File: src/hw/rtl/i2cbs_pkg.sv
`default_nettype none
// ----------------------------------------------------------------------------
// i2cbs_pkg
// Shared types and codes for the I2C master bit sequencer.
// ----------------------------------------------------------------------------
package i2cbs_pkg;

   localparam int MAX_BYTES = 16;
   localparam int LEN_W     = 5;
   localparam int IDX_W     = 4;
   localparam int CSR_IDX_W = 2;
   localparam int CSR_DAT_W = 8;

   // request actions
   localparam logic [1:0] ACT_TICK  = 2'd0;
   localparam logic [1:0] ACT_START = 2'd1;
   localparam logic [1:0] ACT_LOAD  = 2'd2;

   // line actions
   localparam logic [1:0] DRV_NONE = 2'd0;
   localparam logic [1:0] DRV_HIGH = 2'd1;
   localparam logic [1:0] DRV_LOW  = 2'd2;

   // transaction status
   localparam logic [1:0] RC_UNKNOWN = 2'd0;
   localparam logic [1:0] RC_BUSY    = 2'd1;
   localparam logic [1:0] RC_OK      = 2'd2;
   localparam logic [1:0] RC_FAIL    = 2'd3;

   // start answers
   localparam logic [1:0] SE_OK        = 2'd0;
   localparam logic [1:0] SE_NOT_READY = 2'd1;
   localparam logic [1:0] SE_BAD_LEN   = 2'd2;

   // register indexes
   localparam logic [CSR_IDX_W-1:0] CSR_PORT_ENABLED   = 2'd0;
   localparam logic [CSR_IDX_W-1:0] CSR_DEVICE_ADDRESS = 2'd1;
   localparam logic [CSR_IDX_W-1:0] CSR_PAUSE_TICKS    = 2'd2;

   typedef struct packed {
      logic [1:0]       action;
      logic             sda_in;
      logic             scl_in;
      logic [LEN_W-1:0] length;
      logic             read_mode;
      logic             restart;
      logic [IDX_W-1:0] byte_index;
      logic [7:0]       byte_value;
   } req_type;

   typedef struct packed {
      logic [1:0]       scl_drive;
      logic [1:0]       sda_drive;
      logic [1:0]       status;
      logic             busy_res;
      logic             rx_valid;
      logic [7:0]       rx_byte;
      logic [IDX_W-1:0] rx_index;
      logic [1:0]       start_error;
   } rsp_type;

endpackage
`default_nettype wire

File: src/hw/rtl/i2c_master_bit_sequencer_core.sv
`default_nettype none
// ----------------------------------------------------------------------------
// i2c_master_bit_sequencer_core
// Single-port I2C master stepped by quarter-bit ticks.
// ----------------------------------------------------------------------------
// Each item (a tick with sampled SDA/SCL, a start request or a write byte load)
// is handled at the edge that accepts it: the bus and transfer state update at
// that edge and its answer lands in the output register at the same edge, so
// one item per cycle is sustained while rsp_stall is low. A result
// waiting in the output register does not block the next item unless it is
// stalled. Write bytes are held in a 16-entry register file read at the
// current byte position. Configuration writes are always ready and take
// effect at the edge of the write.
module i2c_master_bit_sequencer_core
   import i2cbs_pkg::*;
(
   input  wire logic                 clock,
   input  wire logic                 reset,
   input  wire logic                 req_valid,
   output logic                      req_stall,
   input  wire req_type              req_data,
   output logic                      rsp_valid,
   input  wire logic                 rsp_stall,
   output rsp_type                   rsp_data,
   input  wire logic                 csr_valid,
   output logic                      csr_ready,
   input  wire logic [CSR_IDX_W-1:0] csr_index,
   input  wire logic [CSR_DAT_W-1:0] csr_wdata
);

   typedef enum logic [4:0] {
      BP_OFF      = 5'd0,
      BP_IDLE     = 5'd1,
      BP_PAUSE    = 5'd2,
      BP_RECLOCK0 = 5'd3,
      BP_RECLOCK1 = 5'd4,
      BP_RACK0    = 5'd5,
      BP_RACK1    = 5'd6,
      BP_RACK2    = 5'd7,
      BP_WACK0    = 5'd8,
      BP_WACK1    = 5'd9,
      BP_WACK2    = 5'd10,
      BP_START0   = 5'd11,
      BP_START1   = 5'd12,
      BP_SCL_LOW  = 5'd13,
      BP_SAMPLE0  = 5'd14,
      BP_SAMPLE1  = 5'd15,
      BP_SAMPLE2  = 5'd16,
      BP_STOP0    = 5'd17,
      BP_STOP1    = 5'd18
   } bus_phase_type;

   typedef enum logic [2:0] {
      TP_NONE     = 3'd0,
      TP_WAITING  = 3'd1,
      TP_START    = 3'd2,
      TP_BYTE     = 3'd3,
      TP_GIVE_ACK = 3'd4,
      TP_TAKE_ACK = 3'd5,
      TP_STOP     = 3'd6
   } xfer_phase_type;

   bus_phase_type    bus_phase_ff, bus_phase_in;
   bus_phase_type    after_pause_ff, after_pause_in;
   xfer_phase_type   xfer_phase_ff, xfer_phase_in;
   logic             mode_is_read_ff, mode_is_read_in;
   logic             restart_pending_ff, restart_pending_in;
   logic [LEN_W-1:0] xfer_len_ff, xfer_len_in;
   logic [LEN_W-1:0] bytes_done_ff, bytes_done_in;
   logic [7:0]       shift_byte_ff, shift_byte_in;
   logic [3:0]       bit_pos_ff, bit_pos_in;
   logic [1:0]       result_code_ff, result_code_in;
   logic [7:0]       pause_left_ff, pause_left_in;
   logic [6:0]       dev_addr_ff, dev_addr_in;
   logic [7:0]       pause_ticks_ff, pause_ticks_in;
   logic             rsp_valid_ff, rsp_valid_in;
   rsp_type          rsp_data_ff, rsp_data_in;

   logic [7:0]       wbuf_ff [MAX_BYTES];
   logic             wbuf_we;

   logic             req_accept;
   logic             csr_write;
   logic             busy_now;
   logic [1:0]       scl_d;
   logic [1:0]       sda_d;

   assign req_stall  = rsp_valid_ff & rsp_stall;
   assign req_accept = req_valid & ~req_stall;
   assign csr_ready  = 1'b1;
   assign csr_write  = csr_valid & csr_ready;
   assign rsp_valid  = rsp_valid_ff;
   assign rsp_data   = rsp_data_ff;
   assign busy_now   = (bus_phase_ff > BP_IDLE) || (result_code_ff == RC_BUSY);
   assign wbuf_we    = req_accept && (req_data.action == ACT_LOAD);

   always_comb begin
      bus_phase_in       = bus_phase_ff;
      after_pause_in     = after_pause_ff;
      xfer_phase_in      = xfer_phase_ff;
      mode_is_read_in    = mode_is_read_ff;
      restart_pending_in = restart_pending_ff;
      xfer_len_in        = xfer_len_ff;
      bytes_done_in      = bytes_done_ff;
      shift_byte_in      = shift_byte_ff;
      bit_pos_in         = bit_pos_ff;
      result_code_in     = result_code_ff;
      pause_left_in      = pause_left_ff;
      dev_addr_in        = dev_addr_ff;
      pause_ticks_in     = pause_ticks_ff;
      rsp_data_in        = '0;
      scl_d              = DRV_NONE;
      sda_d              = DRV_NONE;

      if (req_accept) begin
         case (req_data.action)
            ACT_TICK: begin
               case (bus_phase_ff)
                  BP_RECLOCK0: begin
                     scl_d        = DRV_LOW;
                     bus_phase_in = BP_RECLOCK1;
                  end
                  BP_RECLOCK1: begin
                     scl_d        = DRV_HIGH;
                     bus_phase_in = BP_START0;
                  end
                  BP_RACK0: begin
                     scl_d        = DRV_HIGH;
                     bus_phase_in = BP_RACK1;
                  end
                  BP_RACK1: begin
                     // slave may stretch the clock here
                     if (req_data.scl_in) begin
                        bus_phase_in = BP_RACK2;
                     end
                  end
                  BP_RACK2: begin
                     if (req_data.sda_in) begin
                        result_code_in = RC_FAIL;
                        bus_phase_in   = BP_STOP0;
                        xfer_phase_in  = TP_STOP;
                     end else begin
                        if (bytes_done_ff <= xfer_len_ff) begin
                           xfer_phase_in = TP_BYTE;
                        end else begin
                           result_code_in = RC_OK;
                           xfer_phase_in  = TP_STOP;
                        end
                        scl_d        = DRV_LOW;
                        bus_phase_in = BP_SCL_LOW;
                     end
                  end
                  BP_WACK0: begin
                     scl_d        = DRV_HIGH;
                     bus_phase_in = BP_WACK1;
                  end
                  BP_WACK1: begin
                     scl_d        = DRV_LOW;
                     bus_phase_in = BP_WACK2;
                  end
                  BP_WACK2: begin
                     sda_d         = DRV_HIGH;
                     bus_phase_in  = BP_SCL_LOW;
                     xfer_phase_in = TP_BYTE;
                  end
                  BP_IDLE: begin
                     if (xfer_phase_ff == TP_WAITING) begin
                        sda_d         = DRV_HIGH;
                        scl_d         = DRV_HIGH;
                        xfer_phase_in = TP_START;
                        bus_phase_in  = restart_pending_ff ? BP_RECLOCK0 : BP_START0;
                     end
                  end
                  BP_PAUSE: begin
                     pause_left_in = pause_left_ff - 8'd1;
                     if (pause_left_in == 8'd0) begin
                        bus_phase_in = after_pause_ff;
                     end
                  end
                  BP_START0: begin
                     if (req_data.sda_in) begin
                        sda_d          = DRV_LOW;
                        bus_phase_in   = BP_PAUSE;
                        pause_left_in  = pause_ticks_ff;
                        after_pause_in = BP_START1;
                     end else begin
                        // sda held low: reclock and try again
                        bus_phase_in = BP_RECLOCK0;
                     end
                  end
                  BP_START1: begin
                     scl_d          = DRV_LOW;
                     shift_byte_in  = {dev_addr_ff, mode_is_read_ff};
                     bit_pos_in     = 4'd7;
                     bytes_done_in  = '0;
                     bus_phase_in   = BP_PAUSE;
                     pause_left_in  = pause_ticks_ff;
                     after_pause_in = BP_SCL_LOW;
                     xfer_phase_in  = TP_BYTE;
                  end
                  BP_SCL_LOW: begin
                     case (xfer_phase_ff)
                        TP_BYTE: begin
                           if (!mode_is_read_ff || bytes_done_ff == '0) begin
                              if (!bit_pos_ff[3] && shift_byte_ff[bit_pos_ff[2:0]]) begin
                                 sda_d = DRV_HIGH;
                              end else begin
                                 sda_d = DRV_LOW;
                              end
                              bit_pos_in = bit_pos_ff - 4'd1;
                           end
                           bus_phase_in = BP_SAMPLE0;
                        end
                        TP_GIVE_ACK: begin
                           if (req_data.sda_in) begin
                              sda_d        = DRV_LOW;
                              bus_phase_in = BP_WACK0;
                           end
                        end
                        TP_TAKE_ACK: begin
                           sda_d        = DRV_HIGH;
                           scl_d        = DRV_LOW;
                           bus_phase_in = BP_RACK0;
                        end
                        TP_STOP: begin
                           sda_d          = DRV_LOW;
                           bus_phase_in   = BP_PAUSE;
                           pause_left_in  = pause_ticks_ff;
                           after_pause_in = BP_STOP0;
                        end
                        default: begin
                        end
                     endcase
                  end
                  BP_SAMPLE0: begin
                     scl_d        = DRV_HIGH;
                     bus_phase_in = BP_SAMPLE1;
                  end
                  BP_SAMPLE1: begin
                     if (mode_is_read_ff && bytes_done_ff != '0) begin
                        if (req_data.sda_in && !bit_pos_ff[3]) begin
                           shift_byte_in[bit_pos_ff[2:0]] = 1'b1;
                        end
                        bit_pos_in = bit_pos_ff - 4'd1;
                     end
                     bus_phase_in = BP_SAMPLE2;
                  end
                  BP_SAMPLE2: begin
                     scl_d = DRV_LOW;
                     // position wrapped below zero: byte finished
                     if (bit_pos_ff[3]) begin
                        if (!mode_is_read_ff) begin
                           if (bytes_done_ff < xfer_len_ff) begin
                              shift_byte_in = wbuf_ff[bytes_done_ff[IDX_W-1:0]];
                           end
                           xfer_phase_in = TP_TAKE_ACK;
                        end else if (bytes_done_ff == '0) begin
                           shift_byte_in = '0;
                           xfer_phase_in = TP_TAKE_ACK;
                        end else begin
                           rsp_data_in.rx_valid = 1'b1;
                           rsp_data_in.rx_byte  = shift_byte_ff;
                           rsp_data_in.rx_index = bytes_done_ff[IDX_W-1:0] - 4'd1;
                           shift_byte_in        = '0;
                           if (bytes_done_ff < xfer_len_ff) begin
                              xfer_phase_in = TP_GIVE_ACK;
                           end else begin
                              result_code_in = RC_OK;
                              xfer_phase_in  = TP_STOP;
                           end
                        end
                        bytes_done_in = bytes_done_ff + 5'd1;
                        bit_pos_in    = 4'd7;
                     end
                     bus_phase_in = BP_SCL_LOW;
                  end
                  BP_STOP0: begin
                     scl_d          = DRV_HIGH;
                     bus_phase_in   = BP_PAUSE;
                     pause_left_in  = pause_ticks_ff;
                     after_pause_in = BP_STOP1;
                  end
                  BP_STOP1: begin
                     sda_d          = DRV_HIGH;
                     bus_phase_in   = BP_PAUSE;
                     pause_left_in  = pause_ticks_ff;
                     after_pause_in = BP_IDLE;
                     xfer_phase_in  = TP_NONE;
                  end
                  default: begin
                  end
               endcase
            end
            ACT_START: begin
               if (busy_now) begin
                  rsp_data_in.start_error = SE_NOT_READY;
               end else if (req_data.length == '0 ||
                            req_data.length > LEN_W'(MAX_BYTES)) begin
                  rsp_data_in.start_error = SE_BAD_LEN;
               end else begin
                  xfer_phase_in      = TP_WAITING;
                  result_code_in     = RC_BUSY;
                  mode_is_read_in    = req_data.read_mode;
                  restart_pending_in = req_data.restart;
                  xfer_len_in        = req_data.length;
                  bytes_done_in      = '0;
                  shift_byte_in      = '0;
                  bit_pos_in         = '0;
               end
            end
            default: begin
            end
         endcase
      end

      rsp_data_in.scl_drive = scl_d;
      rsp_data_in.sda_drive = sda_d;
      rsp_data_in.status    = result_code_in;
      rsp_data_in.busy_res  = (bus_phase_in > BP_IDLE) || (result_code_in == RC_BUSY);

      if (csr_write) begin
         case (csr_index)
            CSR_PORT_ENABLED: begin
               if (csr_wdata[0]) begin
                  bus_phase_in  = BP_IDLE;
                  xfer_phase_in = TP_NONE;
               end else begin
                  bus_phase_in = BP_OFF;
               end
            end
            CSR_DEVICE_ADDRESS: dev_addr_in    = csr_wdata[6:0];
            CSR_PAUSE_TICKS:    pause_ticks_in = csr_wdata;
            default: begin
            end
         endcase
      end

      if (req_accept) begin
         rsp_valid_in = 1'b1;
      end else if (!rsp_stall) begin
         rsp_valid_in = 1'b0;
      end else begin
         rsp_valid_in = rsp_valid_ff;
      end
   end

   always_ff @(posedge clock) begin
      if (reset) begin
         bus_phase_ff       <= BP_OFF;
         after_pause_ff     <= BP_IDLE;
         xfer_phase_ff      <= TP_NONE;
         mode_is_read_ff    <= 1'b0;
         restart_pending_ff <= 1'b0;
         xfer_len_ff        <= '0;
         bytes_done_ff      <= '0;
         shift_byte_ff      <= '0;
         bit_pos_ff         <= '0;
         result_code_ff     <= RC_UNKNOWN;
         pause_left_ff      <= '0;
         dev_addr_ff        <= 7'd1;
         pause_ticks_ff     <= 8'd3;
         rsp_valid_ff       <= 1'b0;
      end else begin
         bus_phase_ff       <= bus_phase_in;
         after_pause_ff     <= after_pause_in;
         xfer_phase_ff      <= xfer_phase_in;
         mode_is_read_ff    <= mode_is_read_in;
         restart_pending_ff <= restart_pending_in;
         xfer_len_ff        <= xfer_len_in;
         bytes_done_ff      <= bytes_done_in;
         shift_byte_ff      <= shift_byte_in;
         bit_pos_ff         <= bit_pos_in;
         result_code_ff     <= result_code_in;
         pause_left_ff      <= pause_left_in;
         dev_addr_ff        <= dev_addr_in;
         pause_ticks_ff     <= pause_ticks_in;
         rsp_valid_ff       <= rsp_valid_in;
      end
   end

   always_ff @(posedge clock) begin
      if (req_accept) begin
         rsp_data_ff <= rsp_data_in;
      end
   end

   always_ff @(posedge clock) begin
      if (wbuf_we) begin
         wbuf_ff[req_data.byte_index] <= req_data.byte_value;
      end
   end

   // bit position only walks 7 down to 0 and then wraps to 15
   a_bit_pos_range: assert property (@(posedge clock) disable iff (reset)
      !(bit_pos_ff[3] && bit_pos_ff[2:0] != 3'b111))
      else $error("bit position outside its walk");

   // a disabled port answers ticks without touching the lines
   a_off_no_drive: assert property (@(posedge clock) disable iff (reset)
      (req_accept && req_data.action == ACT_TICK && bus_phase_ff == BP_OFF) |=>
      (rsp_data.scl_drive == DRV_NONE && rsp_data.sda_drive == DRV_NONE))
      else $error("line driven while port off");

   // a received byte only comes out of a tick, never with a start answer
   a_rx_not_start: assert property (@(posedge clock) disable iff (reset)
      (rsp_valid && rsp_data.rx_valid) |->
      (rsp_data.start_error == SE_OK && rsp_data.status != RC_UNKNOWN))
      else $error("received byte with a start answer");

   // input only held off behind a waiting result
   a_stall_cause: assert property (@(posedge clock) disable iff (reset)
      req_stall |-> (rsp_valid && rsp_stall))
      else $error("input stalled with no result waiting");

endmodule
`default_nettype wire
File: config.mk
export PLATFORM = sky130hd
export DESIGN_NAME = i2c_master_bit_sequencer_core
export DESIGN_NICKNAME = d
export VERILOG_FILES = /design/src/hw/rtl/i2cbs_pkg.sv /design/src/hw/rtl/i2c_master_bit_sequencer_core.sv
export SDC_FILE = /design/constraint.sdc
export NUM_CORES = 1
export LEC_CHECK = 0
export ABC_AREA = 0
export ABC_CLOCK_PERIOD_IN_PS = 3300
export BUFFER_PORTS_ARGS = -buffer_cell sky130_fd_sc_hd__buf_2
export CAP_MARGIN = 15
export CORE_ASPECT_RATIO = 0.6
export CORE_MARGIN = 8
export CORE_UTILIZATION = 40
export CTS_BUF_LIST = sky130_fd_sc_hd__clkbuf_2
export DETAILED_ROUTE_END_ITERATION = 8
export PLACE_DENSITY = 0.7
export SYNTH_ARGS = -nofsm -noshare
export SYNTH_HDL_FRONTEND = slang
export SYNTH_SLANG_ARGS = --single-unit
File: constraint.sdc
create_clock -name clock -period 3.3 [get_ports clock]
set_clock_uncertainty 0.05 [all_clocks]
set_input_delay 0.165 -clock clock [delete_from_list [all_inputs] [get_ports clock]]
set_output_delay 0.165 -clock clock [all_outputs]
set_load 0.05 [all_outputs]
==> impl_metrics.toml <==
[status]
status = "complete, no violations"

[cts]
cts_buffer_depth = 3
cts.sinks = 216
tritoncts = "built"
numCtsBuffers = 51
cts_max_level = 2
clk_latency_ps = 890
cts.clk_slew.worst_paths_ps = 130
clk_root_buffer_cell = "clkbuf_2"

[logic_synthesis]
synthCells = 814
synth_top_family_by_area = "simple AND/OR/NAND/NOR gates"
synth_compound_area_share_pct = 12.1
ys_ff_latch = 216
ys_warn_count = 0
synth_top_area_share_pct = 44.6
synthSimpleGateAreaFrac_pct = 12.9
synth-edff-count = 150
yosysUniqueCellTypes = 82
synth_top_flop_cell = "edfxtp_1"
synth_most_common_cell = "edfxtp_1"
ys_async_sr_fraction_pct = 0
synthMuxAreaShare_pct = 12.0
synth_common_cells = "150 x edfxtp_1, 112 x nor2_1, 66 x dfxtp_1"
syn_nets = 863
post-synth-top-area-cell = "edfxtp_1"
ys_seq_area_share_pct = 57.7
synth-xor-area-share_pct = 1.13
synth_adder_area_share_pct = 1.36
synth.avg_cell_area_um2 = 12.4
syn_area_mm2 = 0.0101
synth_area_leaders = "edfxtp_1 45%, dfxtp_1 13%, mux4_2 9.4%"

[routing]
via_per_inst = 5.59
antenna_left = 0
routedWlPerCell_um = 19.9
wirelength_um = 26600
num_vias = 7482
drt_pass1_iterations = 5
route.detailed.drc = 0
drt-initial-drc-count = 792

[timing]
drv_slew = 0
finalSetupViolCount = 0
slew_headroom_pct = 31.0
period_minus_slack_ps = 3150
grt_setup_unrepaired = "no"
tightest_slew_ps = 1030
timing.setup.tns_ps = 0
hold_viol = 0
fmax_mhz = 318
fin_crit_sh_pct = 95.3

[finish]
post-route-util_pct = 47.6
syn2layout_area_growth_pct = 18.2
fin_nets = 1016
layout-drive-gt1-share_pct = 23.4
final_cell_area_mm2 = 0.0119

[die]
start_util_pct = 40.3
rows = 45
core_area_mm2 = 0.0251
pin_count = 63
fp.dieH_um = 139
die_area_mm2 = 0.0308
die_x_um = 221

[worst_setup_path]
path_class = "register to register"
worstPathArrival_ps = 3930
ff2ff_path_depth = 9
required_ps = 4080
worstReg2RegStart = "bus_phase_ff[4]$_SDFF_PP0_"
cp-start-kind = "register"
crit_path_max_fanout = 13
critPathCaptureType = "register"
r2r_slack_ps = 150
rr_endpoint = "xfer_phase_ff[0]$_SDFF_PP0_"

[worst_hold_path]
min_path_type = "primary input to register"
min_from = "csr_wdata[7]"
hold_depth = 4
min_to = "pause_ticks_ff[7]$_SDFFE_PP0P_"

[grt]
grt-ovfl-total = 0
antenna_found_initial = 1
grt_pass1_vias = 7273
track_usage_pct = 17.1
grt_start_max_net_pins = 33
grt_pass1_wl_um = 41300

[placed_design]
globalplace.congestion = 0.980
numPortBuffers = 61
placed_area_mm2 = 0.0108
detailed_place_hpwl_um = 18300

[pwr]
power_density_mw_per_mm2 = 439
peakVddDrop_mv = 0.236
cellLeakagePower_uw = 0.00433

[flow_run]
cap_violations = 0
cells by family after synthesis:
group                    count (synthesis)
other                                    1
flip-flops                             216
AND/OR/NAND/NOR                        264
adder cells (fa/ha/maj)                 11
multiplexers                            68
AO/OA/AOI/OAI                          169
buffers and inverters                   72
XOR/XNOR                                13
through the flow:
stage                     power (µW)  worst slack, ps  hold slack [ps]  instances
after floorplan                 3280              285              214        814
after global placement          3430              622              338       1180
after detailed placement        3440              566              357       1180
after CTS                       5290             85.3             23.0       1337
after global routing            5450             13.1             67.7       1338
final                           5240              154              120       1338
cell usage in the layout, fill, tap and decap left out, drive strengths merged, types with 6 or more instances in the layout:
cell type	n
inv	26
o2bb2ai	10
o21ai	35
nand2	49
dlygate4sd3	63
ha	11
a31oi	12
nand4	9
mux2i	24
nor2b	10
dfxtp	66
clkinv	16
edfxtp	150
a22oi	8
xor2	7
xnor2	6
nor2	114
mux4	42
nor3	15
nand3	8
a221oi	9
nand2b	8
clkbuf	76
a21oi	33
buf	83
and2	12
a211oi	10
nand3b	9
where the power goes:
part | leakage, µW | switching [µW] | total, µW | internal, µW
combinational | 0.00205 | 279 | 467 | 188
clock | 0.000365 | 1100 | 1800 | 703
sequential | 0.00191 | 37.1 | 2970 | 2930
state kept, by name, indices dropped and copies added, names as in the netlist, 4 cells and up, named ones only:
register and count:
wbuf_ff 128, rsp_data 22, pause_left_ff 8, pause_ticks_ff 8, shift_byte_ff 8, dev_addr_ff 7, bus_phase_ff 5, bytes_done_ff 5
xfer_len_ff 5, after_pause_ff 4, bit_pos_ff 4
how the worst max path moves through the flow:
stage                          startpoint                           to  slack, ps  cells after the start
4_1_cts        bus_phase_ff[3]$_SDFF_PP0_  xfer_phase_ff[0]$_SDFF_PP0_         90                      9
2_1_floorplan      rsp_valid$_SDFFE_PP0P_      wbuf_ff[0][0]$_DFFE_PP_        280                      4
3_3_place_gp   bus_phase_ff[3]$_SDFF_PP0_       rsp_data[17]$_DFFE_PP_        620                      7
5_1_grt        bus_phase_ff[4]$_SDFF_PP0_  xfer_phase_ff[0]$_SDFF_PP0_         10                      9
3_5_place_dp   bus_phase_ff[3]$_SDFF_PP0_       rsp_data[17]$_DFFE_PP_        570                      7
6_report       bus_phase_ff[4]$_SDFF_PP0_  xfer_phase_ff[0]$_SDFF_PP0_        150                      9
timing repair:
action / CTS / global route
endpoints found under the setup margin: 0 / 1
hold buffers: 63 / 0
gates resized for setup: 0 / 2
buffers inserted: 0 / 0
hold endpoints to repair: 346 / 0
routing by layer:
metal,track usage (%),share of wire (%),routed length (µm)
met4,5.74,2.0,521
met3,6.59,12,3090
met2,21.9,39,10300
met5,0,0,0
met1,25.4,48,12800
cell type report:
| cell class | count | area (µm²) |
|---|---|---|
| clock buffers | 76 | 380 |
| multi-input cells | 526 | 4000 |
| inverters | 26 | 97.6 |
| repair buffers | 146 | 1110 |
| diodes | 1 | 2.50 |
| well taps | 329 | 412 |
| fillers | 2251 | 13100 |
| clock inverters | 18 | 106 |
| flip-flops and latches | 216 | 5830 |
worst max-delay path, stage by stage (launching register included):
cell           delay (ps)
dfxtp_1               420
buf_4                 230
or3_4                 450
nor3_4                200
nand2_2               150
a21oi_4               240
dlygate4sd3_1         630
nand2_1                50
dlygate4sd3_1         560
a21oi_1               130
(Power assumes the default switching activity.)
